File: src/rtl/core/iptb_pkg.sv
// Shared types and constants for the IP address text-to-bytes core.
`default_nettype none
package iptb_pkg;

    // Longest text accepted before an overlong-text fault is flagged.
    localparam int MAX_TEXT_LENGTH = 64;
    localparam int CHAR_CNT_W      = $clog2(MAX_TEXT_LENGTH + 1);

    // APB register map
    localparam int APB_ADDR_W = 3;
    localparam logic [APB_ADDR_W-3:0] REG_FAMILY_MODE = 1'b0;

    // family_mode register codes
    localparam logic [1:0] MODE_AUTO  = 2'd0;
    localparam logic [1:0] MODE_FORCE_V4 = 2'd1;
    localparam logic [1:0] MODE_FORCE_V6 = 2'd2;

    // family_out codes
    localparam logic [1:0] FAM_NONE = 2'd0;
    localparam logic [1:0] FAM_V4   = 2'd1;
    localparam logic [1:0] FAM_V6   = 2'd2;

    // status codes
    localparam logic [2:0] ST_OK        = 3'd0;
    localparam logic [2:0] ST_NO_FAMILY = 3'd1;
    localparam logic [2:0] ST_V4_EMPTY  = 3'd2;
    localparam logic [2:0] ST_BAD_DIGIT = 3'd3;
    localparam logic [2:0] ST_V4_RANGE  = 3'd4;
    localparam logic [2:0] ST_V6_DOT    = 3'd5;
    localparam logic [2:0] ST_V6_RANGE  = 3'd6;
    localparam logic [2:0] ST_BAD_COUNT = 3'd7;

    // Separator characters
    localparam logic [7:0] CH_DOT   = 8'h2e;
    localparam logic [7:0] CH_COLON = 8'h3a;

    // Input beat: one character of address text.
    typedef struct packed {
        logic [7:0] ch;
        logic       last;
    } in_beat_t;

    // Result beat.
    typedef struct packed {
        logic [63:0] addr_high;
        logic [63:0] addr_low;
        logic [1:0]  family_out;
        logic [2:0]  status;
    } out_beat_t;

    // Parse state at the end of one text, handed from parser to formatter.
    // err: [2:0] first IPv4 fault, [5:3] first IPv6 fault, [6] text too long.
    typedef struct packed {
        logic [3:0][7:0]  v4_bytes;
        logic [2:0]       v4_cnt;
        logic [7:0][15:0] v6_groups;
        logic [3:0]       v6_cnt;
        logic             gap_seen;
        logic [3:0]       gap_pos;
        logic [1:0]       seen;
        logic [6:0]       err;
    } fin_t;

endpackage
`default_nettype wire

File: src/rtl/core/iptb_parse.sv
// Per-character parser: IPv4 and IPv6 views updated in parallel.
`default_nettype none
module iptb_parse (
    input  wire logic             aclk,
    input  wire logic             aresetn,
    input  wire logic             step,
    input  wire iptb_pkg::in_beat_t beat,
    output iptb_pkg::fin_t        fin
);
    import iptb_pkg::*;

    typedef struct packed {
        logic [3:0][7:0] bytes;
        logic [2:0]      cnt;
        logic [8:0]      acc;
        logic [2:0]      dig;
        logic [2:0]      err;
    } v4_state_t;

    typedef struct packed {
        logic [7:0][15:0] groups;
        logic [3:0]       cnt;
        logic [16:0]      acc;
        logic [2:0]       len;
        logic [2:0]       err;
    } v6_state_t;

    function automatic v4_state_t v4_close(input v4_state_t s);
        v4_state_t r;
        r = s;
        if (s.dig == 3'd0) begin
            if (r.err == ST_OK) r.err = ST_V4_EMPTY;
        end else if (s.cnt < 3'd4) begin
            for (int k = 0; k < 4; k++) begin
                if (s.cnt[1:0] == 2'(k)) r.bytes[k] = s.acc[7:0];
            end
        end
        if (s.cnt < 3'd5) r.cnt = s.cnt + 3'd1;
        r.acc = '0;
        r.dig = '0;
        return r;
    endfunction

    function automatic v6_state_t v6_close(input v6_state_t s);
        v6_state_t r;
        r = s;
        if (s.cnt < 4'd8) begin
            for (int k = 0; k < 8; k++) begin
                if (s.cnt[2:0] == 3'(k)) r.groups[k] = s.acc[15:0];
            end
        end
        if (s.cnt < 4'd9) r.cnt = s.cnt + 4'd1;
        r.acc = '0;
        r.len = '0;
        return r;
    endfunction

    // {valid, value}
    function automatic logic [4:0] hex_value(input logic [7:0] c);
        logic [4:0] r;
        r = '0;
        if (c >= 8'h30 && c <= 8'h39)      r = {1'b1, c[3:0]};
        else if (c >= 8'h61 && c <= 8'h66) r = {1'b1, c[3:0] + 4'd9};
        else if (c >= 8'h41 && c <= 8'h46) r = {1'b1, c[3:0] + 4'd9};
        return r;
    endfunction

    v4_state_t             v4_reg, v4_next;
    v6_state_t             v6_reg, v6_next;
    logic                  gap_seen_reg, gap_seen_next;
    logic [3:0]            gap_pos_reg, gap_pos_next;
    logic [1:0]            seen_reg, seen_next;
    logic                  long_reg, long_next;
    logic [CHAR_CNT_W-1:0] char_cnt_reg, char_cnt_next;
    logic                  prev_colon_reg, prev_colon_next;
    logic                  colon_pair_reg, colon_pair_next;
    logic                  lead_colon_reg, lead_colon_next;

    logic        dec_ok;
    logic [11:0] dec_sum;
    logic [4:0]  hex;
    logic [20:0] hex_sum;

    always_comb begin
        v4_next         = v4_reg;
        v6_next         = v6_reg;
        gap_seen_next   = gap_seen_reg;
        gap_pos_next    = gap_pos_reg;
        seen_next       = seen_reg;
        long_next       = long_reg;
        char_cnt_next   = char_cnt_reg;
        prev_colon_next = prev_colon_reg;
        colon_pair_next = colon_pair_reg;
        lead_colon_next = lead_colon_reg;

        dec_ok  = (beat.ch >= 8'h30) && (beat.ch <= 8'h39);
        dec_sum = 12'({v4_reg.acc, 3'b000}) + 12'({v4_reg.acc, 1'b0}) + 12'(beat.ch[3:0]);
        hex     = hex_value(beat.ch);
        hex_sum = 21'({v6_reg.acc, 4'b0000}) + 21'(hex[3:0]);

        if (char_cnt_reg >= CHAR_CNT_W'(MAX_TEXT_LENGTH)) long_next = 1'b1;
        else char_cnt_next = char_cnt_reg + CHAR_CNT_W'(1);

        // IPv4 view
        if (beat.ch == CH_DOT) begin
            seen_next[1] = 1'b1;
            v4_next = v4_close(v4_next);
        end else begin
            if (dec_ok) begin
                v4_next.acc = (dec_sum > 12'd256) ? 9'd256 : dec_sum[8:0];
                if (v4_next.acc > 9'd255 && v4_next.err == ST_OK) v4_next.err = ST_V4_RANGE;
            end else if (v4_next.err == ST_OK) begin
                v4_next.err = ST_BAD_DIGIT;
            end
            if (v4_next.dig < 3'd7) v4_next.dig = v4_next.dig + 3'd1;
        end

        // IPv6 view
        if (lead_colon_reg) begin
            if (beat.ch != CH_COLON && v6_next.err == ST_OK) v6_next.err = ST_BAD_COUNT;
            lead_colon_next = 1'b0;
        end
        if (beat.ch == CH_COLON) begin
            seen_next[0]    = 1'b1;
            colon_pair_next = prev_colon_reg;
            if (prev_colon_reg) begin
                if (gap_seen_reg) begin
                    if (v6_next.err == ST_OK) v6_next.err = ST_BAD_COUNT;
                end else begin
                    gap_seen_next = 1'b1;
                    gap_pos_next  = v6_reg.cnt;
                end
            end else if (v6_reg.len != 3'd0) begin
                v6_next = v6_close(v6_next);
            end else begin
                lead_colon_next = 1'b1;
            end
            prev_colon_next = 1'b1;
        end else begin
            prev_colon_next = 1'b0;
            if (beat.ch == CH_DOT) begin
                if (v6_next.err == ST_OK) v6_next.err = ST_V6_DOT;
            end else if (hex[4]) begin
                v6_next.acc = (hex_sum > 21'h10000) ? 17'h10000 : hex_sum[16:0];
                if (v6_next.acc > 17'h0ffff && v6_next.err == ST_OK) v6_next.err = ST_V6_RANGE;
            end else if (v6_next.err == ST_OK) begin
                v6_next.err = ST_BAD_DIGIT;
            end
            if (v6_next.len < 3'd7) v6_next.len = v6_next.len + 3'd1;
        end

        // End of text: close open groups, check dangling colons.
        if (beat.last) begin
            v4_next = v4_close(v4_next);
            if (v6_next.len != 3'd0) begin
                v6_next = v6_close(v6_next);
            end else if (prev_colon_next && !colon_pair_next && v6_next.err == ST_OK) begin
                v6_next.err = ST_BAD_COUNT;
            end
            if (lead_colon_next && v6_next.err == ST_OK) v6_next.err = ST_BAD_COUNT;
        end
    end

    assign fin.v4_bytes  = v4_next.bytes;
    assign fin.v4_cnt    = v4_next.cnt;
    assign fin.v6_groups = v6_next.groups;
    assign fin.v6_cnt    = v6_next.cnt;
    assign fin.gap_seen  = gap_seen_next;
    assign fin.gap_pos   = gap_pos_next;
    assign fin.seen      = seen_next;
    assign fin.err       = {long_next, v6_next.err, v4_next.err};

    // Last character restarts the parse for the next text.
    always_ff @(posedge aclk) begin
        if (!aresetn || (step && beat.last)) begin
            v4_reg         <= '0;
            v6_reg         <= '0;
            gap_seen_reg   <= 1'b0;
            gap_pos_reg    <= '0;
            seen_reg       <= '0;
            long_reg       <= 1'b0;
            char_cnt_reg   <= '0;
            prev_colon_reg <= 1'b0;
            colon_pair_reg <= 1'b0;
            lead_colon_reg <= 1'b0;
        end else if (step) begin
            v4_reg         <= v4_next;
            v6_reg         <= v6_next;
            gap_seen_reg   <= gap_seen_next;
            gap_pos_reg    <= gap_pos_next;
            seen_reg       <= seen_next;
            long_reg       <= long_next;
            char_cnt_reg   <= char_cnt_next;
            prev_colon_reg <= prev_colon_next;
            colon_pair_reg <= colon_pair_next;
            lead_colon_reg <= lead_colon_next;
        end
    end

endmodule
`default_nettype wire

File: src/rtl/core/iptb_format.sv
// Result builder: family choice, status priority and '::' expansion.
`default_nettype none
module iptb_format (
    input  wire logic [1:0]      family_mode,
    input  wire iptb_pkg::fin_t  fin,
    output iptb_pkg::out_beat_t res
);
    import iptb_pkg::*;

    logic [1:0]       fam;
    logic [2:0]       code;
    logic [4:0]       zeros;
    logic [4:0]       split;
    logic [7:0][15:0] placed;
    logic [127:0]     addr;

    always_comb begin
        unique case (family_mode)
            MODE_FORCE_V4: fam = FAM_V4;
            MODE_FORCE_V6: fam = FAM_V6;
            default: fam = fin.seen[0] ? FAM_V6 : (fin.seen[1] ? FAM_V4 : FAM_NONE);
        endcase

        priority if (fam == FAM_NONE) begin
            code = ST_NO_FAMILY;
        end else if (fin.err[6]) begin
            code = ST_BAD_COUNT;
        end else if (fam == FAM_V4) begin
            code = fin.err[2:0];
            if (code == ST_OK && fin.v4_cnt != 3'd4) code = ST_BAD_COUNT;
        end else begin
            code = fin.err[5:3];
            if (code == ST_OK && (fin.gap_seen ? (fin.v6_cnt > 4'd7) : (fin.v6_cnt != 4'd8)))
                code = ST_BAD_COUNT;
        end

        // Groups before the gap keep their place; the rest shift right by the zero run.
        zeros = fin.gap_seen ? (5'd8 - 5'(fin.v6_cnt)) : 5'd0;
        split = fin.gap_seen ? 5'(fin.gap_pos) : 5'(fin.v6_cnt);
        placed = '0;
        for (int p = 0; p < 8; p++) begin
            for (int i = 0; i < 8; i++) begin
                if ((5'(i) < 5'(fin.v6_cnt)) &&
                    (((5'(p) < split) && (i == p)) ||
                     ((5'(p) >= split + zeros) && (5'(i) + zeros == 5'(p)))))
                    placed[p] = placed[p] | fin.v6_groups[i];
            end
        end

        addr = '0;
        if (code == ST_OK) begin
            if (fam == FAM_V4) begin
                addr[127:96] = {fin.v4_bytes[0], fin.v4_bytes[1],
                                fin.v4_bytes[2], fin.v4_bytes[3]};
            end else begin
                for (int p = 0; p < 8; p++) addr[127 - 16*p -: 16] = placed[p];
            end
        end

        res.addr_high  = addr[127:64];
        res.addr_low   = addr[63:0];
        res.family_out = fam;
        res.status     = code;
    end

endmodule
`default_nettype wire

File: src/rtl/core/ip_address_text_to_bytes_core.sv
// Top level of the IP address text-to-bytes core.
// Usage:
//  - s_ channel: one ASCII character per beat (s_payload.ch), s_payload.last
//    marks the final character of an address text.
//  - m_ channel: one result beat per text, emitted for the last character:
//    16 address bytes (addr_high/addr_low, byte 0 in the top bits, IPv4 in
//    addr_high[63:32]), the chosen family and a status code. On any fault
//    the address bytes are zero.
//  - APB port: one register, family_mode at byte address 0 (0 auto,
//    1 force IPv4, 2 force IPv6). Write it only while the core is idle.
// Timing:
//  - One character per cycle sustained while s_ready stays high; the parse
//    state update for each character is registered, so characters stream back to back.
//  - A result passes through the input register, the end-of-text snapshot
//    and the result register, in that order.
// Reset: aresetn (sync, active low) clears the parse state, all valids and
//   family_mode; the core accepts a beat in the first cycle after reset.
// Stalls: if m_ready is low, the snapshot stage still absorbs one more text;
//   non-last characters keep flowing, and s_ready drops only when a last
//   character finds both the snapshot and result registers full.
`default_nettype none
module ip_address_text_to_bytes_core (
    input  wire logic                aclk,
    input  wire logic                aresetn,
    // character input
    input  wire logic                s_valid,
    output logic                     s_ready,
    input  wire iptb_pkg::in_beat_t  s_payload,
    // result output
    output logic                     m_valid,
    input  wire logic                m_ready,
    output iptb_pkg::out_beat_t      m_payload,
    // configuration
    input  wire logic                psel,
    input  wire logic                penable,
    input  wire logic                pwrite,
    input  wire logic [iptb_pkg::APB_ADDR_W-1:0] paddr,
    input  wire logic [31:0]         pwdata,
    output logic [31:0]              prdata,
    output logic                     pready
);
    import iptb_pkg::*;

    // configuration register
    logic [1:0] family_mode_reg;
    logic       cfg_sel;

    assign pready  = 1'b1;
    assign cfg_sel = (paddr[APB_ADDR_W-1:2] == REG_FAMILY_MODE);
    assign prdata  = cfg_sel ? {30'd0, family_mode_reg} : 32'd0;

    always_ff @(posedge aclk) begin
        if (!aresetn) begin
            family_mode_reg <= MODE_AUTO;
        end else if (psel && penable && pwrite && pready && cfg_sel) begin
            family_mode_reg <= pwdata[1:0];
        end
    end

    // pipeline registers
    logic      in_valid_reg;
    in_beat_t  in_reg;
    logic      fin_valid_reg;
    fin_t      fin_reg;
    logic      m_valid_reg;
    out_beat_t m_payload_reg;

    fin_t      fin_now;
    out_beat_t res_now;

    logic out_free, fin_free, fin_adv, in_adv;

    // Ready chain: a slot is free if empty or its content leaves this cycle.
    assign out_free = !m_valid_reg || m_ready;
    assign fin_adv  = fin_valid_reg && out_free;
    assign fin_free = !fin_valid_reg || out_free;
    // Non-last characters only touch parse state, so they never wait.
    assign in_adv   = in_valid_reg && (!in_reg.last || fin_free);
    assign s_ready  = !in_valid_reg || in_adv;

    always_ff @(posedge aclk) begin
        if (!aresetn) begin
            in_valid_reg <= 1'b0;
        end else if (s_ready) begin
            in_valid_reg <= s_valid;
        end
        if (s_valid && s_ready) in_reg <= s_payload;
    end

    iptb_parse u_parse (
        .aclk    (aclk),
        .aresetn (aresetn),
        .step    (in_adv),
        .beat    (in_reg),
        .fin     (fin_now)
    );

    // end-of-text snapshot
    always_ff @(posedge aclk) begin
        if (!aresetn) begin
            fin_valid_reg <= 1'b0;
        end else begin
            if (fin_adv) fin_valid_reg <= 1'b0;
            if (in_adv && in_reg.last) fin_valid_reg <= 1'b1;
        end
        if (in_adv && in_reg.last) fin_reg <= fin_now;
    end

    iptb_format u_format (
        .family_mode (family_mode_reg),
        .fin         (fin_reg),
        .res         (res_now)
    );

    // result register
    always_ff @(posedge aclk) begin
        if (!aresetn) begin
            m_valid_reg <= 1'b0;
        end else begin
            if (m_valid_reg && m_ready) m_valid_reg <= 1'b0;
            if (fin_adv) m_valid_reg <= 1'b1;
        end
        if (fin_adv) m_payload_reg <= res_now;
    end

    assign m_valid   = m_valid_reg;
    assign m_payload = m_payload_reg;

    // no family is reported only with the no-family status
    a_no_family: assert property (@(posedge aclk) disable iff (!aresetn)
        m_valid_reg && (m_payload_reg.family_out == FAM_NONE)
        |-> (m_payload_reg.status == ST_NO_FAMILY))
        else $error("no family without no-family status");

    // faulted results carry zero address bytes
    a_err_zero: assert property (@(posedge aclk) disable iff (!aresetn)
        m_valid_reg && (m_payload_reg.status != ST_OK)
        |-> (m_payload_reg.addr_high == 64'd0) && (m_payload_reg.addr_low == 64'd0))
        else $error("faulted result with nonzero address");

    // IPv4 results occupy only the top 32 bits
    a_v4_place: assert property (@(posedge aclk) disable iff (!aresetn)
        m_valid_reg && (m_payload_reg.status == ST_OK) && (m_payload_reg.family_out == FAM_V4)
        |-> (m_payload_reg.addr_low == 64'd0) && (m_payload_reg.addr_high[31:0] == 32'd0))
        else $error("IPv4 bytes outside top 32 bits");

    // a held snapshot is neither lost nor altered while the output stalls
    a_fin_hold: assert property (@(posedge aclk) disable iff (!aresetn)
        fin_valid_reg && !out_free |=> fin_valid_reg && $stable(fin_reg))
        else $error("snapshot lost under stall");

    // a taken result with nothing behind it leaves the output empty
    a_no_dup: assert property (@(posedge aclk) disable iff (!aresetn)
        m_valid_reg && m_ready && !fin_valid_reg |=> !m_valid_reg)
        else $error("result repeated");

endmodule
`default_nettype wire

File: config.mk
export PLATFORM = sky130hd
export DESIGN_NAME = ip_address_text_to_bytes_core
export DESIGN_NICKNAME = d
export VERILOG_FILES = /design/src/rtl/core/iptb_pkg.sv /design/src/rtl/core/iptb_parse.sv /design/src/rtl/core/iptb_format.sv /design/src/rtl/core/ip_address_text_to_bytes_core.sv
export SDC_FILE = /design/constraint.sdc
export NUM_CORES = 2
export LEC_CHECK = 0
export BUFFER_PORTS_ARGS = -buffer_cell sky130_fd_sc_hd__buf_2
export CAP_MARGIN = 20
export CORE_MARGIN = 5
export CORE_UTILIZATION = 25
export CTS_BUF_LIST = sky130_fd_sc_hd__clkbuf_4
export CTS_CLUSTER_SIZE = 25
export DETAILED_ROUTE_END_ITERATION = 10
export PLACE_DENSITY = 0.38
export SLEW_MARGIN = 20
export SYNTH_ARGS = -nofsm -noshare
export SYNTH_HDL_FRONTEND = slang
export SYNTH_SLANG_ARGS = --single-unit
File: constraint.sdc
create_clock -name aclk -period 23.4 [get_ports aclk]
set_clock_uncertainty 0.2 [all_clocks]
set_input_delay 7.02 -clock aclk [delete_from_list [all_inputs] [get_ports aclk]]
set_output_delay 7.02 -clock aclk [all_outputs]
set_load 0.01 [all_outputs]
Yosys cells after proc, flatten, opt, wreduce, memory -nomap -nowiden
Cells that the tools add are included.

Add/subtract/negate cells: 20. $lt $le $gt $ge: 46. Equal/unequal tests: 84. Mux-type cells: 168. Bitwise logic cells: 59. Reductions and logical operators: 198.

Operator list (count): two-way mux 16 bit (80); bitwise OR 16 bit (56); two-way mux 155 bit (2); two-way mux 152 bit (2); two-way mux 128 bit (2); == test 5 x 3 -> 1 bit (second input constant) (32); two-way mux 32 bit (5); logical AND 1 bit (147); two-way mux 132 bit (1); two-way mux 3 bit (30); == test 5 x 2 -> 1 bit (second input constant) (16); two-way mux 8 bit (8); two-way mux 17 bit (3); two-way mux 50 bit (1); == test 5 x 1 -> 1 bit (second input constant) (8); zero test 5 bit (8); zero test 3 bit (13); two-way mux 35 bit (1); == test 3 bit (second input constant) (8); two-way mux 4 bit (6); two-way mux 23 bit (1); adder 21 x 4 -> 21 bit (1); greater-than comparator 21 x 17 -> 1 bit (second input constant) (1); adder 3 x 5 -> 5 bit (first input constant) (4); other kinds (52) (139).

Flip-flop bits (word level): 551. Input bits: 51. Output and inout bits: 168. Logic and storage cells: 633.

Depth between registers and ports, before layout
Depth after elaboration: 23. Mapped depth: 19. Depth with buffers taken out: 13.

Hierarchy
A second synthesis with hierarchy kept.

Cells, all modules: 3647. Area, all modules: 34002.6 sq um.

By module, submodules not included: iptb_parse (instances 1, cells each 1766, area an instance 14169.8 sq um, seq. area each 4444.3 sq um); ip_address_text_to_bytes_core (instances 1, cells each 385, area an instance 10196.0 sq um, seq. area each 9799.4 sq um); iptb_format (instances 1, cells each 1496, area an instance 9636.7 sq um, seq. area each 0.0 sq um).

Worst setup path after synthesis
No wires, ideal clock.

Path kind: input to output. Start: input m_ready. End: output s_ready. Arrival: 7383 ps. Data required time: 16180 ps. Slack: 8797 ps. Stages on the path: 3. Buffers on the path: 0. Cell sequence: inv_1 and3_1 nand3_1.

Cells in the longest elaborated chain, start to end: 5.

RTL lines: start: declaration (RTL line ip_address_text_to_bytes_core.sv:31) `input wire logic m_ready,`; logical OR 1 bit (RTL line ip_address_text_to_bytes_core.sv:74) `assign out_free = !m_valid_reg || m_ready;`; logical OR 1 bit (RTL line ip_address_text_to_bytes_core.sv:76) `assign fin_free = !fin_valid_reg || out_free;`; logical OR 1 bit (RTL line ip_address_text_to_bytes_core.sv:78) `assign in_adv = in_valid_reg && (!in_reg.last || fin_free);`; logical AND 1 bit (RTL line ip_address_text_to_bytes_core.sv:78); logical OR 1 bit (RTL line ip_address_text_to_bytes_core.sv:79) `assign s_ready = !in_valid_reg || in_adv;`; end: declaration (RTL line ip_address_text_to_bytes_core.sv:27) `output logic s_ready,`.

No other way between the ends.

Worst setup path after layout
Same ends and word-level chain as after synthesis.

==> results.sh <==
export IMPL_grt_setup_unrepaired="false"
export IMPL_relSlewSlack_pct=16.32
export IMPL_final_max_slew_viol_count=0
export IMPL_ctsHoldBuffers=0
export IMPL_die_h_um=366.6
export IMPL_syn_area_per_cell_um2=9.549
export IMPL_synth_seq_area_share_pct=44.81
export IMPL_synth_edff_count=323
export IMPL_cts_made_buffers=156
export IMPL_tightest_slew_ps=1250
export IMPL_place_gp_congestion=0.9294
export IMPL_cts_root_buf="clkbuf_4"
export IMPL_seqPwrFrac_pct=49.4
export IMPL_fin_crit_ps=14890
export IMPL_internal_power_mw=1.557
export IMPL_multi_input_area_um2=16030
export IMPL_period_share_pct=63.63
export IMPL_dieWidth_um=366.6
export IMPL_power_frac_comb_pct=8.4
export IMPL_num_rows=130
export IMPL_start_util_pct=25.22
export IMPL_synth_seq_cells=550
export IMPL_synth_warnings=0
export IMPL_hold_viol=0
export IMPL_grt_use_total_pct=22.26
export IMPL_grt_pass1_vias=28550
export IMPL_switchingPower_uw=604.9
export IMPL_antenna_left=0
export IMPL_core_area_um2=126100
export IMPL_cts_reportedPaths_clkPinSlew_ps=50
export IMPL_syn_to_final_growth_pct=14.33
export IMPL_pin_count=219
export IMPL_worstPathArrival_ps=7670
export IMPL_synth_cell_types=97
export IMPL_drive_gt1_share_pct=20.18
export IMPL_setup_tns_ps=0
export IMPL_power_density_nw_per_um2=59.50
export IMPL_outcome="finished, violations left"
export IMPL_seq_area_um2=14240
export IMPL_end_kind="output port"
export IMPL_drc=5
export IMPL_crit_type="in -> out"
export IMPL_cap_violations=0
export IMPL_antenna_found_initial=10
export IMPL_layout_commonest_cell="nand2_1"
export IMPL_final_cell_mix="359 x nand2_1, 323 x edfxtp_1, 236 x clkbuf_4"
export IMPL_grt_pass1_wl_mm=221.0
export IMPL_synth_area_um2=31790
export IMPL_vias=30310
export IMPL_violations="DRC"
export IMPL_largest_reg_flops=181
export IMPL_fp_dieArea_um2=134400
export IMPL_cts_max_level=4
export IMPL_synth_ff_type="edfxtp_1"
export IMPL_power_share_switching_pct=27.98
export IMPL_clkPwrFrac_pct=42.2
export IMPL_required_ps=16180
export IMPL_cts_resized=0
export IMPL_drtIter0Drc=4786
export IMPL_p_leak_nw=12.08
export IMPL_clock_sinks=550
export IMPL_wire_per_inst_um=30.42
export IMPL_clkLatencyLatePin_ps=1120
export IMPL_syn_inst=3329
export IMPL_setup_violations=0
export IMPL_async_flop_share_pct=0
export IMPL_final_util_pct=28.83
export IMPL_critPathLaunchType="primary input"
export IMPL_numPortBuffers=155
export IMPL_cts_setup_buffers=0
export IMPL_ir_drop_mv=0.04455
export IMPL_grt_max_degree=76
export IMPL_place_hpwl_mm=108.5
export IMPL_fin_nets=3477
export IMPL_fmax_mhz=67.16
export IMPL_clockBufferDepth=3
export IMPL_routed_wl_mm=156.3
export IMPL_num_fill_cells=13310
export IMPL_via_per_inst=5.899
export IMPL_overflow=0
export IMPL_first_pass_iters=11
export IMPL_min_path_type="reg -> reg"
export IMPL_crit_fanout=3
export IMPL_cts_tree="built"
## synthesized netlist by cell type, types with 30 or more instances
library cell / n / area (um^2)
a31oi_1: 107 / 669.4
clkbuf_1: 278 / 1044
nor3_1: 66 / 330.3
inv_1: 65 / 244.0
a22o_1: 112 / 980.9
o221a_2: 33 / 371.6
mux2_2: 30 / 337.8
nand3_1: 67 / 335.3
buf_4: 32 / 240.2
dfxtp_1: 227 / 4544
a32o_1: 43 / 430.4
o21ai_0: 127 / 635.6
buf_1: 88 / 330.3
a222oi_1: 128 / 1281
edfxtp_1: 323 / 9699
o211ai_1: 31 / 232.7
nor2_1: 186 / 698.2
nand2_1: 360 / 1351
a221o_1: 32 / 320.3
ha_1: 61 / 763.2
a21oi_1: 154 / 770.7
a22oi_1: 163 / 1224
a41oi_1: 46 / 402.9
buf_2: 34 / 170.2
o21a_1: 30 / 225.2
mux2i_1: 71 / 710.7
## power groups by stage
| stage | sequential, mW | clock [mW] | combinational [mW] |
|---|---|---|---|
| after detailed placement | 1.09 | 0 | 0.179 |
| after global placement | 1.09 | 0 | 0.180 |
| after global routing | 1.07 | 1.00 | 0.192 |
| after floorplan | 1.07 | 0 | 0.114 |
| after CTS | 1.07 | 0.953 | 0.179 |
| final | 1.07 | 0.912 | 0.182 |
## stage by stage
step                      cell area, um^2  setup slack [ps]  power, mW  hold slack, ps  std cells
after global routing                36330              8456      2.264           264.9       5134
after detailed placement            34330              8539      1.266           247.2       4854
after global placement              34330              8525      1.268           239.5       4854
after CTS                           36310              8527      2.199           255.1       5129
final                               36340              8511      2.162           254.7       5138
after floorplan                     31900              8797      1.185           228.0       3358
## logic make-up (layout without fill, tap and decap cells)
group                      after synthesis  count (layout)  synth area share, %
AOI/OAI and AO/OA                     1229            1229                29.69
and+or+nand+nor                        862             862                12.58
other                                    2              40              0.02363
adders and majority gates               64              64                2.590
DFF                                    550             550                44.81
xor gates and xnor gates                15              15               0.4369
buffers and inverters                  505             626                6.538
muxes                                  102             102                3.334
## per-layer routing
| layer | track usage [%] | routed length (um) |
|---|---|---|
| met5 | 0 | 13 |
| met4 | 11.33 | 8406 |
| met3 | 5.125 | 13490 |
| met2 | 32.62 | 66160 |
| met1 | 30.59 | 68220 |
## critical path: stages
cell and delay, ps:
buf_2 100, inv_1 50, and3_1 220, nand3_1 110, buf_2 160
## layout make-up
class | count | share of cell area [%]
repair buffers | 284 | 4.799
inverters | 67 | 0.6920
well taps | 1650 | 5.680
clock buffers | 236 | 4.875
flip-flops and latches | 550 | 39.19
diodes | 9 | 0.06197
clock inverters | 39 | 0.5956
multi-input cells | 2303 | 44.10
## final timing paths
kind | slack (ps) | start | to | cells past startpoint
worst max-delay path | 8510 | m_ready | s_ready | 5
worst min-delay path | 250 | u_parse.v6_reg[100]$_SDFFE_PP0P_ | u_parse.v6_reg[100]$_SDFFE_PP0P_ | 2
worst max register to register | 16350 | fin_reg[14]$_DFFE_PP_ | m_payload[65]$_SDFFCE_PP0P_ | 15
worst min register to register | 250 | u_parse.v6_reg[100]$_SDFFE_PP0P_ | u_parse.v6_reg[100]$_SDFFE_PP0P_ | 2
Note: power is estimated with default switching activity, not from simulation.
